`config.mk`:
```
export PLATFORM = sky130hd
export DESIGN_NAME = ranked_average_sorter
export DESIGN_NICKNAME = d
export VERILOG_FILES = /design/src/hw/rtl/ras_pkg.sv /design/src/hw/rtl/ras_front.sv /design/src/hw/rtl/ras_queue.sv /design/src/hw/rtl/ras_back.sv /design/src/hw/rtl/ranked_average_sorter.sv
export SDC_FILE = /design/constraint.sdc
export NUM_CORES = 1
export LEC_CHECK = 0
export BUFFER_PORTS_ARGS = -buffer_cell sky130_fd_sc_hd__buf_2
export CAP_MARGIN = 15
export CORE_ASPECT_RATIO = 1.1
export CORE_MARGIN = 10
export CORE_UTILIZATION = 32
export CTS_CLUSTER_SIZE = 28
export DETAILED_ROUTE_END_ITERATION = 10
export HOLD_SLACK_MARGIN = 0.02
export SLEW_MARGIN = 20
export SYNTH_ARGS = -nofsm -noshare
export SYNTH_HDL_FRONTEND = slang
export SYNTH_SLANG_ARGS = --single-unit
```
`constraint.sdc`:
```
create_clock -name clk -period 5.45 [get_ports clk]
set_input_delay 0 -clock clk [delete_from_list [all_inputs] [get_ports clk]]
set_output_delay 0 -clock clk [all_outputs]
set_load 0.03 [all_outputs]
```
`src/hw/rtl/ras_pkg.sv`:
```
// ----------------------------------------------------------------------------
// ras_pkg
// Shared types and constants for the ranked average sorter.
// ----------------------------------------------------------------------------
package ras_pkg;

  localparam int MAX_RECORDS_DEF = 8;
  localparam int NUM_SCORES      = 2;
  localparam int QUEUE_DEPTH     = 4;

  localparam int TAG_W   = 8;
  localparam int SCORE_W = 10;
  localparam int MEAN_W  = 10;
  localparam int RANK_W  = 3;

  localparam int IN_DATA_W  = 32;
  localparam int OUT_DATA_W = 24;

  localparam int QPTR_W = $clog2(QUEUE_DEPTH);
  localparam int QCNT_W = $clog2(QUEUE_DEPTH + 1);

  // only the two score fields exist, so the mean is either a halving or a copy
  localparam bit MEAN_HALF = (NUM_SCORES >= 2);

  typedef struct packed {
    logic [TAG_W-1:0]  tag;
    logic [MEAN_W-1:0] mean;
    logic              last;
  } rec_t;

  typedef struct packed {
    logic [RANK_W-1:0] rank;
    logic [TAG_W-1:0]  tag;
    logic [MEAN_W-1:0] mean;
    logic              overflow;
    logic              last;
  } result_t;

  typedef struct packed {
    logic full;
    logic empty;
  } queue_status_t;

  typedef enum logic {
    ST_INSERT,
    ST_DRAIN
  } back_state_t;

endpackage

```
`src/hw/rtl/ras_front.sv`:
```
// ----------------------------------------------------------------------------
// ras_front
// Input side: takes a record word, forms the truncated mean, queues it.
// ----------------------------------------------------------------------------
module ras_front (
  input  logic                            clk,
  input  logic                            rst,
  input  logic                            s_tvalid,
  output logic                            s_tready,
  input  logic [ras_pkg::IN_DATA_W-1:0]   s_tdata,
  input  logic                            s_tlast,
  input  ras_pkg::queue_status_t          q_status,
  output logic                            push,
  output ras_pkg::rec_t                   push_rec
);

  logic [ras_pkg::SCORE_W-1:0] score_a;
  logic [ras_pkg::SCORE_W-1:0] score_b;
  logic [ras_pkg::SCORE_W:0]   score_sum;

  assign score_a   = s_tdata[ras_pkg::TAG_W +: ras_pkg::SCORE_W];
  assign score_b   = s_tdata[ras_pkg::TAG_W + ras_pkg::SCORE_W +: ras_pkg::SCORE_W];
  assign score_sum = {1'b0, score_a} + {1'b0, score_b};

  assign s_tready = !q_status.full;
  assign push     = s_tvalid && s_tready;

  always_comb begin
    push_rec.tag  = s_tdata[ras_pkg::TAG_W-1:0];
    push_rec.last = s_tlast;
    if (ras_pkg::MEAN_HALF) begin
      push_rec.mean = score_sum[ras_pkg::SCORE_W:1];
    end else begin
      push_rec.mean = score_a;
    end
  end

endmodule

```
`src/hw/rtl/ras_queue.sv`:
```
// ----------------------------------------------------------------------------
// ras_queue
// Short FIFO between the front and the sorting back end.
// ----------------------------------------------------------------------------
module ras_queue (
  input  logic                   clk,
  input  logic                   rst,
  input  logic                   push,
  input  ras_pkg::rec_t          push_rec,
  input  logic                   pop,
  output ras_pkg::rec_t          head_rec,
  output ras_pkg::queue_status_t status
);

  ras_pkg::rec_t               slots [ras_pkg::QUEUE_DEPTH];
  logic [ras_pkg::QPTR_W-1:0]  wr_ptr;
  logic [ras_pkg::QPTR_W-1:0]  rd_ptr;
  logic [ras_pkg::QCNT_W-1:0]  fill;

  assign status.full  = (fill == ras_pkg::QCNT_W'(ras_pkg::QUEUE_DEPTH));
  assign status.empty = (fill == '0);
  assign head_rec     = slots[rd_ptr];

  always_ff @(posedge clk) begin
    if (push) begin
      slots[wr_ptr] <= push_rec;
    end
  end

  always_ff @(posedge clk) begin
    if (rst) begin
      wr_ptr <= '0;
      rd_ptr <= '0;
      fill   <= '0;
    end else begin
      if (push) begin
        wr_ptr <= wr_ptr + 1'b1;
      end
      if (pop) begin
        rd_ptr <= rd_ptr + 1'b1;
      end
      if (push && !pop) begin
        fill <= fill + 1'b1;
      end else if (pop && !push) begin
        fill <= fill - 1'b1;
      end
    end
  end

endmodule

```
`src/hw/rtl/ras_back.sv`:
```
// ----------------------------------------------------------------------------
// ras_back
// Insertion chain kept in descending mean order; drains the ranked run
// through an output register on a record marked last.
// ----------------------------------------------------------------------------
module ras_back #(
  parameter int MAX_RECORDS = ras_pkg::MAX_RECORDS_DEF
) (
  input  logic                   clk,
  input  logic                   rst,
  input  ras_pkg::queue_status_t q_status,
  input  ras_pkg::rec_t          head_rec,
  output logic                   pop,
  output logic                   out_valid,
  input  logic                   out_ready,
  output ras_pkg::result_t       out_res
);

  localparam int CNT_W = $clog2(MAX_RECORDS + 1);

  logic [ras_pkg::TAG_W-1:0]  tags     [MAX_RECORDS];
  logic [ras_pkg::MEAN_W-1:0] means    [MAX_RECORDS];
  logic [ras_pkg::TAG_W-1:0]  up_tag   [MAX_RECORDS];
  logic [ras_pkg::MEAN_W-1:0] up_mean  [MAX_RECORDS];
  logic [ras_pkg::TAG_W-1:0]  dn_tag   [MAX_RECORDS];
  logic [ras_pkg::MEAN_W-1:0] dn_mean  [MAX_RECORDS];
  logic [MAX_RECORDS-1:0]     ge;
  logic [MAX_RECORDS-1:0]     up_ge;

  logic [CNT_W-1:0]           count;
  logic                       dropped;
  logic [ras_pkg::RANK_W-1:0] rank;
  logic                       store_full;
  logic                       do_insert;
  logic                       load_out;

  ras_pkg::back_state_t state, state_next;

  assign store_full = (count == CNT_W'(MAX_RECORDS));
  assign do_insert  = pop && !store_full;

  // a cell holds if its mean is >= the new one; the stored prefix is descending
  always_comb begin
    for (int i = 0; i < MAX_RECORDS; i++) begin
      ge[i] = (CNT_W'(i) < count) && (means[i] >= head_rec.mean);
    end
  end

  genvar g;
  generate
    for (g = 0; g < MAX_RECORDS; g++) begin : g_link
      if (g == 0) begin : g_head
        assign up_tag[g]  = head_rec.tag;
        assign up_mean[g] = head_rec.mean;
        assign up_ge[g]   = 1'b1;
      end else begin : g_mid
        assign up_tag[g]  = tags[g-1];
        assign up_mean[g] = means[g-1];
        assign up_ge[g]   = ge[g-1];
      end
      if (g == MAX_RECORDS - 1) begin : g_tail
        assign dn_tag[g]  = tags[g];
        assign dn_mean[g] = means[g];
      end else begin : g_body
        assign dn_tag[g]  = tags[g+1];
        assign dn_mean[g] = means[g+1];
      end
    end
  endgenerate

  always_ff @(posedge clk) begin
    for (int i = 0; i < MAX_RECORDS; i++) begin
      if (do_insert) begin
        if (!ge[i]) begin
          if (up_ge[i]) begin
            tags[i]  <= head_rec.tag;
            means[i] <= head_rec.mean;
          end else begin
            tags[i]  <= up_tag[i];
            means[i] <= up_mean[i];
          end
        end
      end else if (load_out) begin
        tags[i]  <= dn_tag[i];
        means[i] <= dn_mean[i];
      end
    end
  end

  // next state
  always_comb begin
    state_next = state;
    case (state)
      ras_pkg::ST_INSERT: begin
        if (!q_status.empty && head_rec.last) begin
          state_next = ras_pkg::ST_DRAIN;
        end
      end
      ras_pkg::ST_DRAIN: begin
        if (load_out && count == CNT_W'(1)) begin
          state_next = ras_pkg::ST_INSERT;
        end
      end
      default: state_next = ras_pkg::ST_INSERT;
    endcase
  end

  // outputs
  always_comb begin
    pop      = 1'b0;
    load_out = 1'b0;
    case (state)
      ras_pkg::ST_INSERT: pop      = !q_status.empty;
      ras_pkg::ST_DRAIN:  load_out = !out_valid || out_ready;
      default: begin
        pop      = 1'b0;
        load_out = 1'b0;
      end
    endcase
  end

  always_ff @(posedge clk) begin
    if (rst) begin
      state   <= ras_pkg::ST_INSERT;
      count   <= '0;
      dropped <= 1'b0;
      rank    <= '0;
    end else begin
      state <= state_next;
      if (do_insert) begin
        count <= count + 1'b1;
      end else if (load_out) begin
        count <= count - 1'b1;
      end
      if (pop && store_full) begin
        dropped <= 1'b1;
      end else if (load_out && count == CNT_W'(1)) begin
        dropped <= 1'b0;
      end
      if (pop) begin
        rank <= '0;
      end else if (load_out) begin
        rank <= rank + 1'b1;
      end
    end
  end

  // output register: cell 0 is always the next rank
  always_ff @(posedge clk) begin
    if (rst) begin
      out_valid <= 1'b0;
    end else if (load_out) begin
      out_valid <= 1'b1;
    end else if (out_ready) begin
      out_valid <= 1'b0;
    end
  end

  always_ff @(posedge clk) begin
    if (load_out) begin
      out_res.rank     <= rank;
      out_res.tag      <= tags[0];
      out_res.mean     <= means[0];
      out_res.overflow <= dropped;
      out_res.last     <= (count == CNT_W'(1));
    end
  end

endmodule

```
`src/hw/rtl/ranked_average_sorter.sv`:
```
// ----------------------------------------------------------------------------
// ranked_average_sorter
// Ranks records by truncated mean score, highest first, stable on ties.
// ----------------------------------------------------------------------------
//  channel | dir | tdata fields (low bit up)              | tlast       | tuser
//  s_      | in  | record_tag, score_first, score_second  | last_record | -
//  m_      | out | rank, ranked_tag, mean_score           | last_out    | overflow
//
//  Front takes one word per cycle while the 4-entry queue has room.
//  The insertion chain places one queued record per cycle; a record marked
//  last is followed by its run of N results, N = stored count, one per
//  cycle while m_tready allows; the queue then fills and holds off s_tready.
//  With an empty queue, the last word of a run passes the queue, the
//  insertion chain and the output register before its first result is valid.
//  rst clears counters, queue and flags; stored records need no clearing.
// ----------------------------------------------------------------------------
module ranked_average_sorter #(
  parameter int MAX_RECORDS = ras_pkg::MAX_RECORDS_DEF
) (
  input  logic                           clk,
  input  logic                           rst,
  input  logic                           s_tvalid,
  output logic                           s_tready,
  // record_tag[7:0], score_first[17:8], score_second[27:18], zero pad
  input  logic [ras_pkg::IN_DATA_W-1:0]  s_tdata,
  input  logic                           s_tlast,
  output logic                           m_tvalid,
  input  logic                           m_tready,
  // rank[2:0], ranked_tag[10:3], mean_score[20:11], zero pad
  output logic [ras_pkg::OUT_DATA_W-1:0] m_tdata,
  // overflow[0]
  output logic                           m_tuser,
  output logic                           m_tlast
);

  logic                   push;
  logic                   pop;
  ras_pkg::rec_t          push_rec;
  ras_pkg::rec_t          head_rec;
  ras_pkg::queue_status_t q_status;
  ras_pkg::result_t       res;

  ras_front u_front (
    .clk      (clk),
    .rst      (rst),
    .s_tvalid (s_tvalid),
    .s_tready (s_tready),
    .s_tdata  (s_tdata),
    .s_tlast  (s_tlast),
    .q_status (q_status),
    .push     (push),
    .push_rec (push_rec)
  );

  ras_queue u_queue (
    .clk      (clk),
    .rst      (rst),
    .push     (push),
    .push_rec (push_rec),
    .pop      (pop),
    .head_rec (head_rec),
    .status   (q_status)
  );

  ras_back #(
    .MAX_RECORDS (MAX_RECORDS)
  ) u_back (
    .clk       (clk),
    .rst       (rst),
    .q_status  (q_status),
    .head_rec  (head_rec),
    .pop       (pop),
    .out_valid (m_tvalid),
    .out_ready (m_tready),
    .out_res   (res)
  );

  assign m_tdata = {3'b000, res.mean, res.tag, res.rank};
  assign m_tuser = res.overflow;
  assign m_tlast = res.last;

endmodule

```
After elaboration in Yosys (flattened, before gate mapping)
Memories as Yosys holds them, arrays and structs flattened. A register that Yosys moved wholly into a read port is not among the register bits.
Cells that the tools add are included.
- word-level logic and storage cells: 210
- bits in writable memories: 220
- input bits: 37
- flip-flop bits (word level): 40
- output and inout bits: 28
- memories kept: 3
- equal/unequal tests: 3
- reduce and logical (&&, ||, !) cells: 28
- bitwise operators: 31
- magnitude comparators: 16
- muxes and demuxes: 108
- add/sub/neg operators: 8
- memory list (memory ; depth ; bits a word ; rd ports ; clocked after memory_dff ; wr ports ; line ; source):
    u_back.means ; 8 ; 10 ; 8 ; 0 ; 8 ; ras_back.sv:22 ; logic [ras_pkg::MEAN_W-1:0] means [MAX_RECORDS];
    u_queue.slots ; 4 ; 19 ; 1 ; 1 ; 1 ; ras_queue.sv:15 ; ras_pkg::rec_t slots [ras_pkg::QUEUE_DEPTH];
    u_back.tags ; 8 ; 8 ; 8 ; 0 ; 8 ; ras_back.sv:21 ; logic [ras_pkg::TAG_W-1:0] tags [MAX_RECORDS];
- operators with widths (kind ; count):
    2-to-1 mux 10 bit ; 15
    2-to-1 mux 8 bit ; 15
    >= comparator 10 bit ; 8
    2-to-1 mux 1 bit ; 71
    bitwise OR 1 bit ; 30
    less-than comparator 3 x 4 -> 1 bit (first input constant) ; 4
    logical AND 1 bit ; 15
    adder 10 x 10 -> 11 bit ; 1
    less-than comparator 1 x 4 -> 1 bit (first input constant) ; 2
    less-than comparator 2 x 4 -> 1 bit (first input constant) ; 2
    2-to-1 mux 4 bit ; 2
    nonzero test 2 bit ; 4
    adder 3 x 1 -> 3 bit (second input constant) ; 2
    logical NOT 1 bit ; 6
    2-to-1 mux 3 bit ; 2
    adder 2 x 1 -> 2 bit (second input constant) ; 2
    adder 4 x 1 -> 4 bit (second input constant) ; 1
    == test 4 x 1 -> 1 bit (second input constant) ; 1
    == test 4 bit (second input constant) ; 1
    2-to-1 mux 2 bit ; 2
    subtractor 4 x 1 -> 4 bit (second input constant) ; 1
    == test 3 bit (second input constant) ; 1
    logical NOT 3 bit ; 1
    subtractor 3 x 1 -> 3 bit (second input constant) ; 1
    other kinds (4) ; 4

Depth between registers and ports, before layout
Gate-level depths: netlist of run 1.
An unclocked memory read counts as a cell.
- depth in word-level cells: 9
- gate-level depth with buffers: 13
- depth with buffers taken out: 9

Modules after synthesis
A second synthesis of run 1 with hierarchy kept.
- cells, all modules: 1178
- area, all modules: 14017.2 um^2
- by module, submodules not included (module ; area an instance (um^2) ; seq. area each (um^2) ; instances ; cells an instance):
    ras_back ; 10284.9 ; 5215.0 ; 1 ; 964
    ras_queue ; 3214.3 ; 2462.4 ; 1 ; 143
    ras_front ; 491.7 ; 0.0 ; 1 ; 67
    ranked_average_sorter ; 26.3 ; 0.0 ; 1 ; 4

Worst setup path after synthesis of run 1
No wires, ideal clock.
- path kind: register -> register
- start point: reg (tool-made name)
- end point: mem u_back.means[0][0] in the netlist's numbering, enable pin
- path buffers: 2
- data required time: 5.051 ns
- library setup time: 0.399 ns
- cell stages (with the launch flop): 10
- data arrival time: 3.509 ns
- slack: 1.542 ns
- clock period less this slack: 3.908 ns
- cells stage by stage: dfxtp_1 buf_2 buf_2 mux4_2 ha_1 nand2b_1 a21oi_1 nor3_1 o41a_1 a21oi_1
- RTL lines (item ; line):
    to (decl) ; ras_back.sv:22

==> run metrics, run 1 <==
Data arrival, critical path 4980 ps; Clock Sinks approximately 260; Initial DRC Count 807; largest net degree at the start of global routing 87; Post-Syn Area 13600 µm²; crit share post-route 0.836; Post-route DRC 0; Synth Register Bits 262; CORE AREA around 42000 µm²; EDFF count, synth 243; Hold WS 39.8 ps; run status finished, final reports clean; clock skew roughly 20 ps; Site Rows 79; CP Class flop to flop; final hold violations 0; hold path start s_tdata[15]; RSZ-0062 raised after global routing no; Max-slew headroom 0.292; layout cells sized above 1 0.160; CP max FO 14; Slew @ Worst Pin 1060 ps; synthesis warning total 0; CP startpoint kind flop; most used flip-flop cell after synthesis edfxtp_1; grt total ovfl 0; wire per inst 18.7 µm; global-route wire length before repair 50100 µm; Layout fillers ~4100; Placer Congestion between 0.8 and 0.9; Metal-1 WL approximately 14000 µm; Async SR Flop Fraction 0; met2 WL approximately 15000 µm; routed wire length 31800 µm; Final Setup Violations 0; Mapped Cells 1043; Final Slew Violations 0; Clock Tree Root clkbuf_16; Area Overhead vs Synth 13.6%; post-route cell area 15400 µm²; hold crit path type input port to flop; chip height 236 µm; Post-CTS Setup Bufs 0; Die Width 216 µm; overall via count from detail_route 8881; total CTS buffers 28; GRT Util Overall 0.121; initial antenna violation count 0; Post-CTS Resized 0; CTS tree built; max-cap viol count 0; vias in the first global route 8800; Max clock buf depth 3; dpl hpwl 23300 µm; top layer in use met4; Met3 Wirelength roughly 1900 µm; number of antenna repair diodes 0; Antenna Nets Post-Route 0; Avg Inst Size Synth 13.0 µm²; CTS clk-pin slew, worst paths 70 ps; register area share after synthesis 0.566; nets@finish 1242; initial core utilization 0.322; Netlist cell types 65; Crit. End Element flop; clock insertion delay at the later pin of the skew report 560 ps; num ports 65; I/O Buffers 57; Area after DPL 14400 µm²; highest clock rate approximately 220 MHz; WP data required 5870 ps; Vias/cell 5.24; setup TNS 0 ps; full die area approximately 51000 µm²; minimum clock period approximately 4600 ps; H-tree Lvls 1; DR pass1 iterations 5
registers in the layout, summed over array words and instances, names as in the netlist, 3 cells and up, named ones only:
register and count:
u_back.out_res 23, u_back.rank 3, u_queue.fill 3, u_back.count 4, u_back.means 80, u_queue.slots 76
u_back.tags 64
per-stage QoR:
stage / setup slack, ps / std cells / utilization
finish: 892 / 1694 / 0.366
global placement: 898 / 1625 / 0.341
detailed placement: 865 / 1625 / 0.341
global route: 560 / 1694 / 0.366
CTS: 859 / 1694 / 0.366
floorplan: 1540 / 1045 / -
worst paths after layout:
check / slack, ps / depth (start not counted) / endpoint
worst max-delay path: 890 / 11 / u_back.means[1][6]
worst min-delay path: 40 / 3 / u_queue.slots[3][7]
worst max register to register: 890 / 11 / u_back.means[1][6]
worst min register to register: 440 / 0 / u_back.out_res[2]
Yosys cell counts, types with 3 or more instances:
cell      instances  area share
buf_12            3      0.0044
nand3_1          10      0.0037
xor2_1            8      0.0052
a211oi_1          3      0.0017
mux2_4            9       0.010
buf_6             4      0.0033
and3_1           23       0.011
nor2b_1           5      0.0023
buf_4            11      0.0061
dfxtp_1          19       0.028
clkbuf_1         24      0.0066
a22oi_1           3      0.0017
nand2b_1         10      0.0046
nand2_1         107       0.030
or2_2             5      0.0023
o21a_1            8      0.0044
o211ai_1         38       0.021
a31oi_1           6      0.0028
mux2i_1           4      0.0030
o21ai_0          15      0.0055
a211o_1           3      0.0019
xnor2_1           9      0.0058
mux2_2            8      0.0066
a21oi_1          85       0.031
nor3_1            7      0.0026
ha_1             98       0.090
inv_1            57       0.016
o221ai_1         22       0.014
a21o_1           15      0.0083
edfxtp_1        243        0.54
and2_1            6      0.0028
nand4_1           8      0.0037
a221o_1          69       0.051
buf_2            16      0.0059
buf_1             5      0.0014
nor2_1           26      0.0072
mux4_2           19       0.032
critical path, cell delays in order (launching register included):
cell      delay [ps]
dfxtp_1          690
mux4_2           660
inv_1            400
ha_1             340
a211oi_1         260
nor2_1            90
a221o_1          410
a311oi_4         490
buf_4            300
and2_1           380
buf_4            250
a221o_1          150
layer usage:
| layer | GRT usage | vias to the layer above |
|---|---|---|
| li1 | - | 4211 |
| met1 | 0.163 | 4330 |
| met2 | 0.198 | 295 |
| met3 | 0.0169 | 45 |
| met4 | 0.0348 | 0 |
| met5 | 0 | - |
area by class of cell:
type,instances,area (µm²),share of cell area
Timing Repair Buffer,94,606,0.0393
Sequential cell,262,7680,0.499
Tap cell,567,709,0.0461
Clock buffer,33,719,0.0467
Inverter,59,226,0.0147
Multi-Input combinational cell,660,5300,0.344
Clock inverter,19,159,0.0103
repair_timing:
action	CTS	global route
hold buffers	17	0
endpoints found under the hold margin	64	0
endpoints found under the setup margin	0	0
cell families (layout without fill, tap and decap cells):
group                      after synthesis  count (layout)  share of synthesized area
AOI/OAI and AO/OA                      285             285                      0.157
DFF                                    262             262                      0.566
and+or+nand+nor                        215             215                     0.0762
buffers and inverters                  123             205                     0.0449
adders and majority gates              100             100                     0.0934
muxes                                   40              40                     0.0511
xor gates and xnor gates                17              17                     0.0110
other                                    1               3                   0.000277
cells in the final DEF (no fill, tap or decap), types with 19 or more instances in the layout:
cell       Yosys  final
clkbuf_16      0     28
dfxtp_1       19     19
edfxtp_1     243    243
inv_1         57     57
ha_1          98     98
buf_2         16     57
a21oi_1       85     82
a221o_1       69     69
mux4_2        19     19
nand2_1      107    107
and3_1        23     23
buf_4         11     20
o211ai_1      38     38
nor2_1        26     26
o221ai_1      22     22
Power of run 1 is not shown: default switching activity piles up to over one toggle a cycle in this logic, so the estimate is an artifact.
==> run 2, diff against run 1 <==
- clock period: 5.45 -> 4.7 ns (I/O delays scaled with it)
==> run 2 against run 1 <==
Net effect: first-iteration DRC count down 2.4%; die area did not move; global-route usage about the same; sequential share of layout area fell by 0.33 points; worst hold slack lost 9.6 ps; routed wire length grew 0.40%; utilization increased by 0.24 points; cell area up 0.66%; register-to-register slack got worse by 90 ps; flip-flop and latch count did not move; critical path depth is the same; non-clock buffer count rose by 13; critical path type unchanged.
==> run metrics, run 2 (same netlist as run 1, synthesis figures left out) <==
H-tree Lvls 1 (unchanged); Final Slew Violations 0 (unchanged); highest clock rate 256 MHz (was 219 MHz); Reg2Reg Capture Point u_back.means[1][9] (was u_back.means[1][6]); total CTS buffers 27 (was 28); vias in the first global route 8696 (was 8800); DR pass1 iterations 5 (unchanged); CP Class flop to flop (unchanged); largest net degree at the start of global routing 68 (was 87); most common cell after layout, fill and taps aside edfxtp_1 (unchanged); setup TNS 0 ps (unchanged); Data arrival, critical path 4330 ps (was 4980 ps); cell mode on critical path buf_4; full die area 51000 µm² (unchanged); commonest cells after routing, fill and taps aside 243 x edfxtp_1, 107 x nand2_1, 98 x ha_1 (unchanged); overall via count from detail_route 8831 (was 8881); Initial DRC Count 788 (was 807); Clock Tree Root clkbuf_16 (unchanged); I/O Buffers 57 (unchanged); CP max FO 10 (was 14); clock skew 14.8 ps (was 20.3 ps); hold crit path type input port to flop (unchanged); Layout fillers 4106 (was 4125); nets@finish 1254 (was 1242); final hold violations 0 (unchanged); Reg2Reg Depth 11 (unchanged); RSZ-0062 raised after global routing no (unchanged); worst path cell trace buf_4, mux4_2, inv_1, ha_1, and3_1, o221a_1, o21a_1, a311oi_4, and2_1, buf_4, a221o_1 (was mux4_2, inv_1, ha_1, a211oi_1, nor2_1, a221o_1, a311oi_4, buf_4, and2_1, buf_4, a221o_1); run status finished, final reports clean (unchanged); Die Width 216 µm (unchanged); CORE AREA 42100 µm² (unchanged); Slew @ Worst Pin 1010 ps (was 1060 ps); crit share post-route 0.830 (was 0.836); Vias/cell 5.19 (was 5.24); Post-CTS Resized 0 (unchanged); Worst Hold Path EP u_queue.slots[1][9] (was u_queue.slots[3][7]); CP startpoint kind flop (unchanged); CTS tree built (unchanged); WP data required 5130 ps (was 5870 ps); Largest Register u_back.means (unchanged); Placer Congestion 0.830 (was 0.817); Antenna Nets Post-Route 0 (unchanged); layout cells sized above 1 0.165 (was 0.160); wire per inst 18.7 µm (about the same); max FFs per register 80 (unchanged); Post-route DRC 0 (unchanged); num ports 65 (unchanged); Critical-path top delay cell mux4_2 (was dfxtp_1); top flop regs u_back.means x80, u_queue.slots x76, u_back.tags x64 (unchanged); number of antenna repair diodes 0 (unchanged); critical path's largest stage delay 590 ps (was 690 ps); max-cap viol count 0 (unchanged); hold path start s_tdata[17] (was s_tdata[15]); Area Overhead vs Synth 14.3% (was 13.6%); dpl hpwl 23600 µm (was 23300 µm); minimum clock period 3900 ps (was 4560 ps); Site Rows 79 (unchanged); Clock Sinks 262 (unchanged); Hold Path Depth 3 (unchanged); CTS clk-pin slew, worst paths 60 ps (was 70 ps); grt total ovfl 0 (unchanged); flop2flop setup slack 800 ps (was 890 ps); global-route wire length before repair 49600 µm (was 50100 µm); initial core utilization 0.322 (unchanged); initial antenna violation count 0 (unchanged); chip height 236 µm (unchanged); Max clock buf depth 3 (unchanged); routed wire length 31900 µm (was 31800 µm); clock insertion delay at the later pin of the skew report 570 ps (was 560 ps); Crit. End Element flop (unchanged); Max-slew headroom 0.324 (was 0.292); Final Setup Violations 0 (unchanged); GRT Util Overall 0.121 (about the same)
-- run 2: worst max-delay path by stage --
stage                     start                   to  slack [ps]  cells past startpoint
after floorplan            flop   u_back.means[0][0]         790                      9
after global placement     flop  u_back.means[1][16]         820                     11
after detailed placement   flop   u_back.means[1][4]         770                     11
after CTS                  flop   u_back.means[1][9]         760                     11
after global routing       flop  u_back.means[1][16]         490                     10
final                      flop   u_back.means[1][9]         800                     11
-- run 2: area by class of cell --
type	count	area, µm²	share of cell area
sequential	262	7680	0.495
clock inverter	13	156	0.0101
clock buffer	35	726	0.0468
timing repair buffer	107	703	0.0454
tap	567	709	0.0458
multi-input combinational	660	5300	0.342
inverter	59	226	0.0146
-- run 2: per-layer routing --
layer	part of all wire	vias up	routed length, µm	GRT usage
li1	-	4223	-	-
met1	0.45	4293	14300	0.163
met2	0.47	276	15100	0.196
met3	0.058	39	1840	0.0165
met4	0.022	0	688	0.0396
met5	0	-	0	0
-- run 2: stage by stage --
stage	std cells	cell area, µm²	hold WS, ps	util	setup slack (ps)
final	1703	15500	30.2	0.368	800
after floorplan	1045	13600	98.9	-	792
after global placement	1638	14400	214	0.343	821
after CTS	1703	15500	20.7	0.368	758
after global routing	1703	15500	53.9	0.368	493
after detailed placement	1638	14400	220	0.343	770
-- run 2: repair_timing --
action / 4_1_cts / 5_1_grt
hold buffers: 17 / 0
setup buffers: 0 / 0
hold endpoints to repair: 71 / 0
-- run 2: worst max-delay path: cells and delay by family, from the launching register on --
family                   cells  cell delay (ps)
adder cells (fa/ha/maj)      1              320
multiplexers                 1              590
AND/OR/NAND/NOR              2              600
flip-flops                   1              370
buffers and inverters        3              850
AO/OA/AOI/OAI                4              990
Power of run 2 is left out for the same reason.
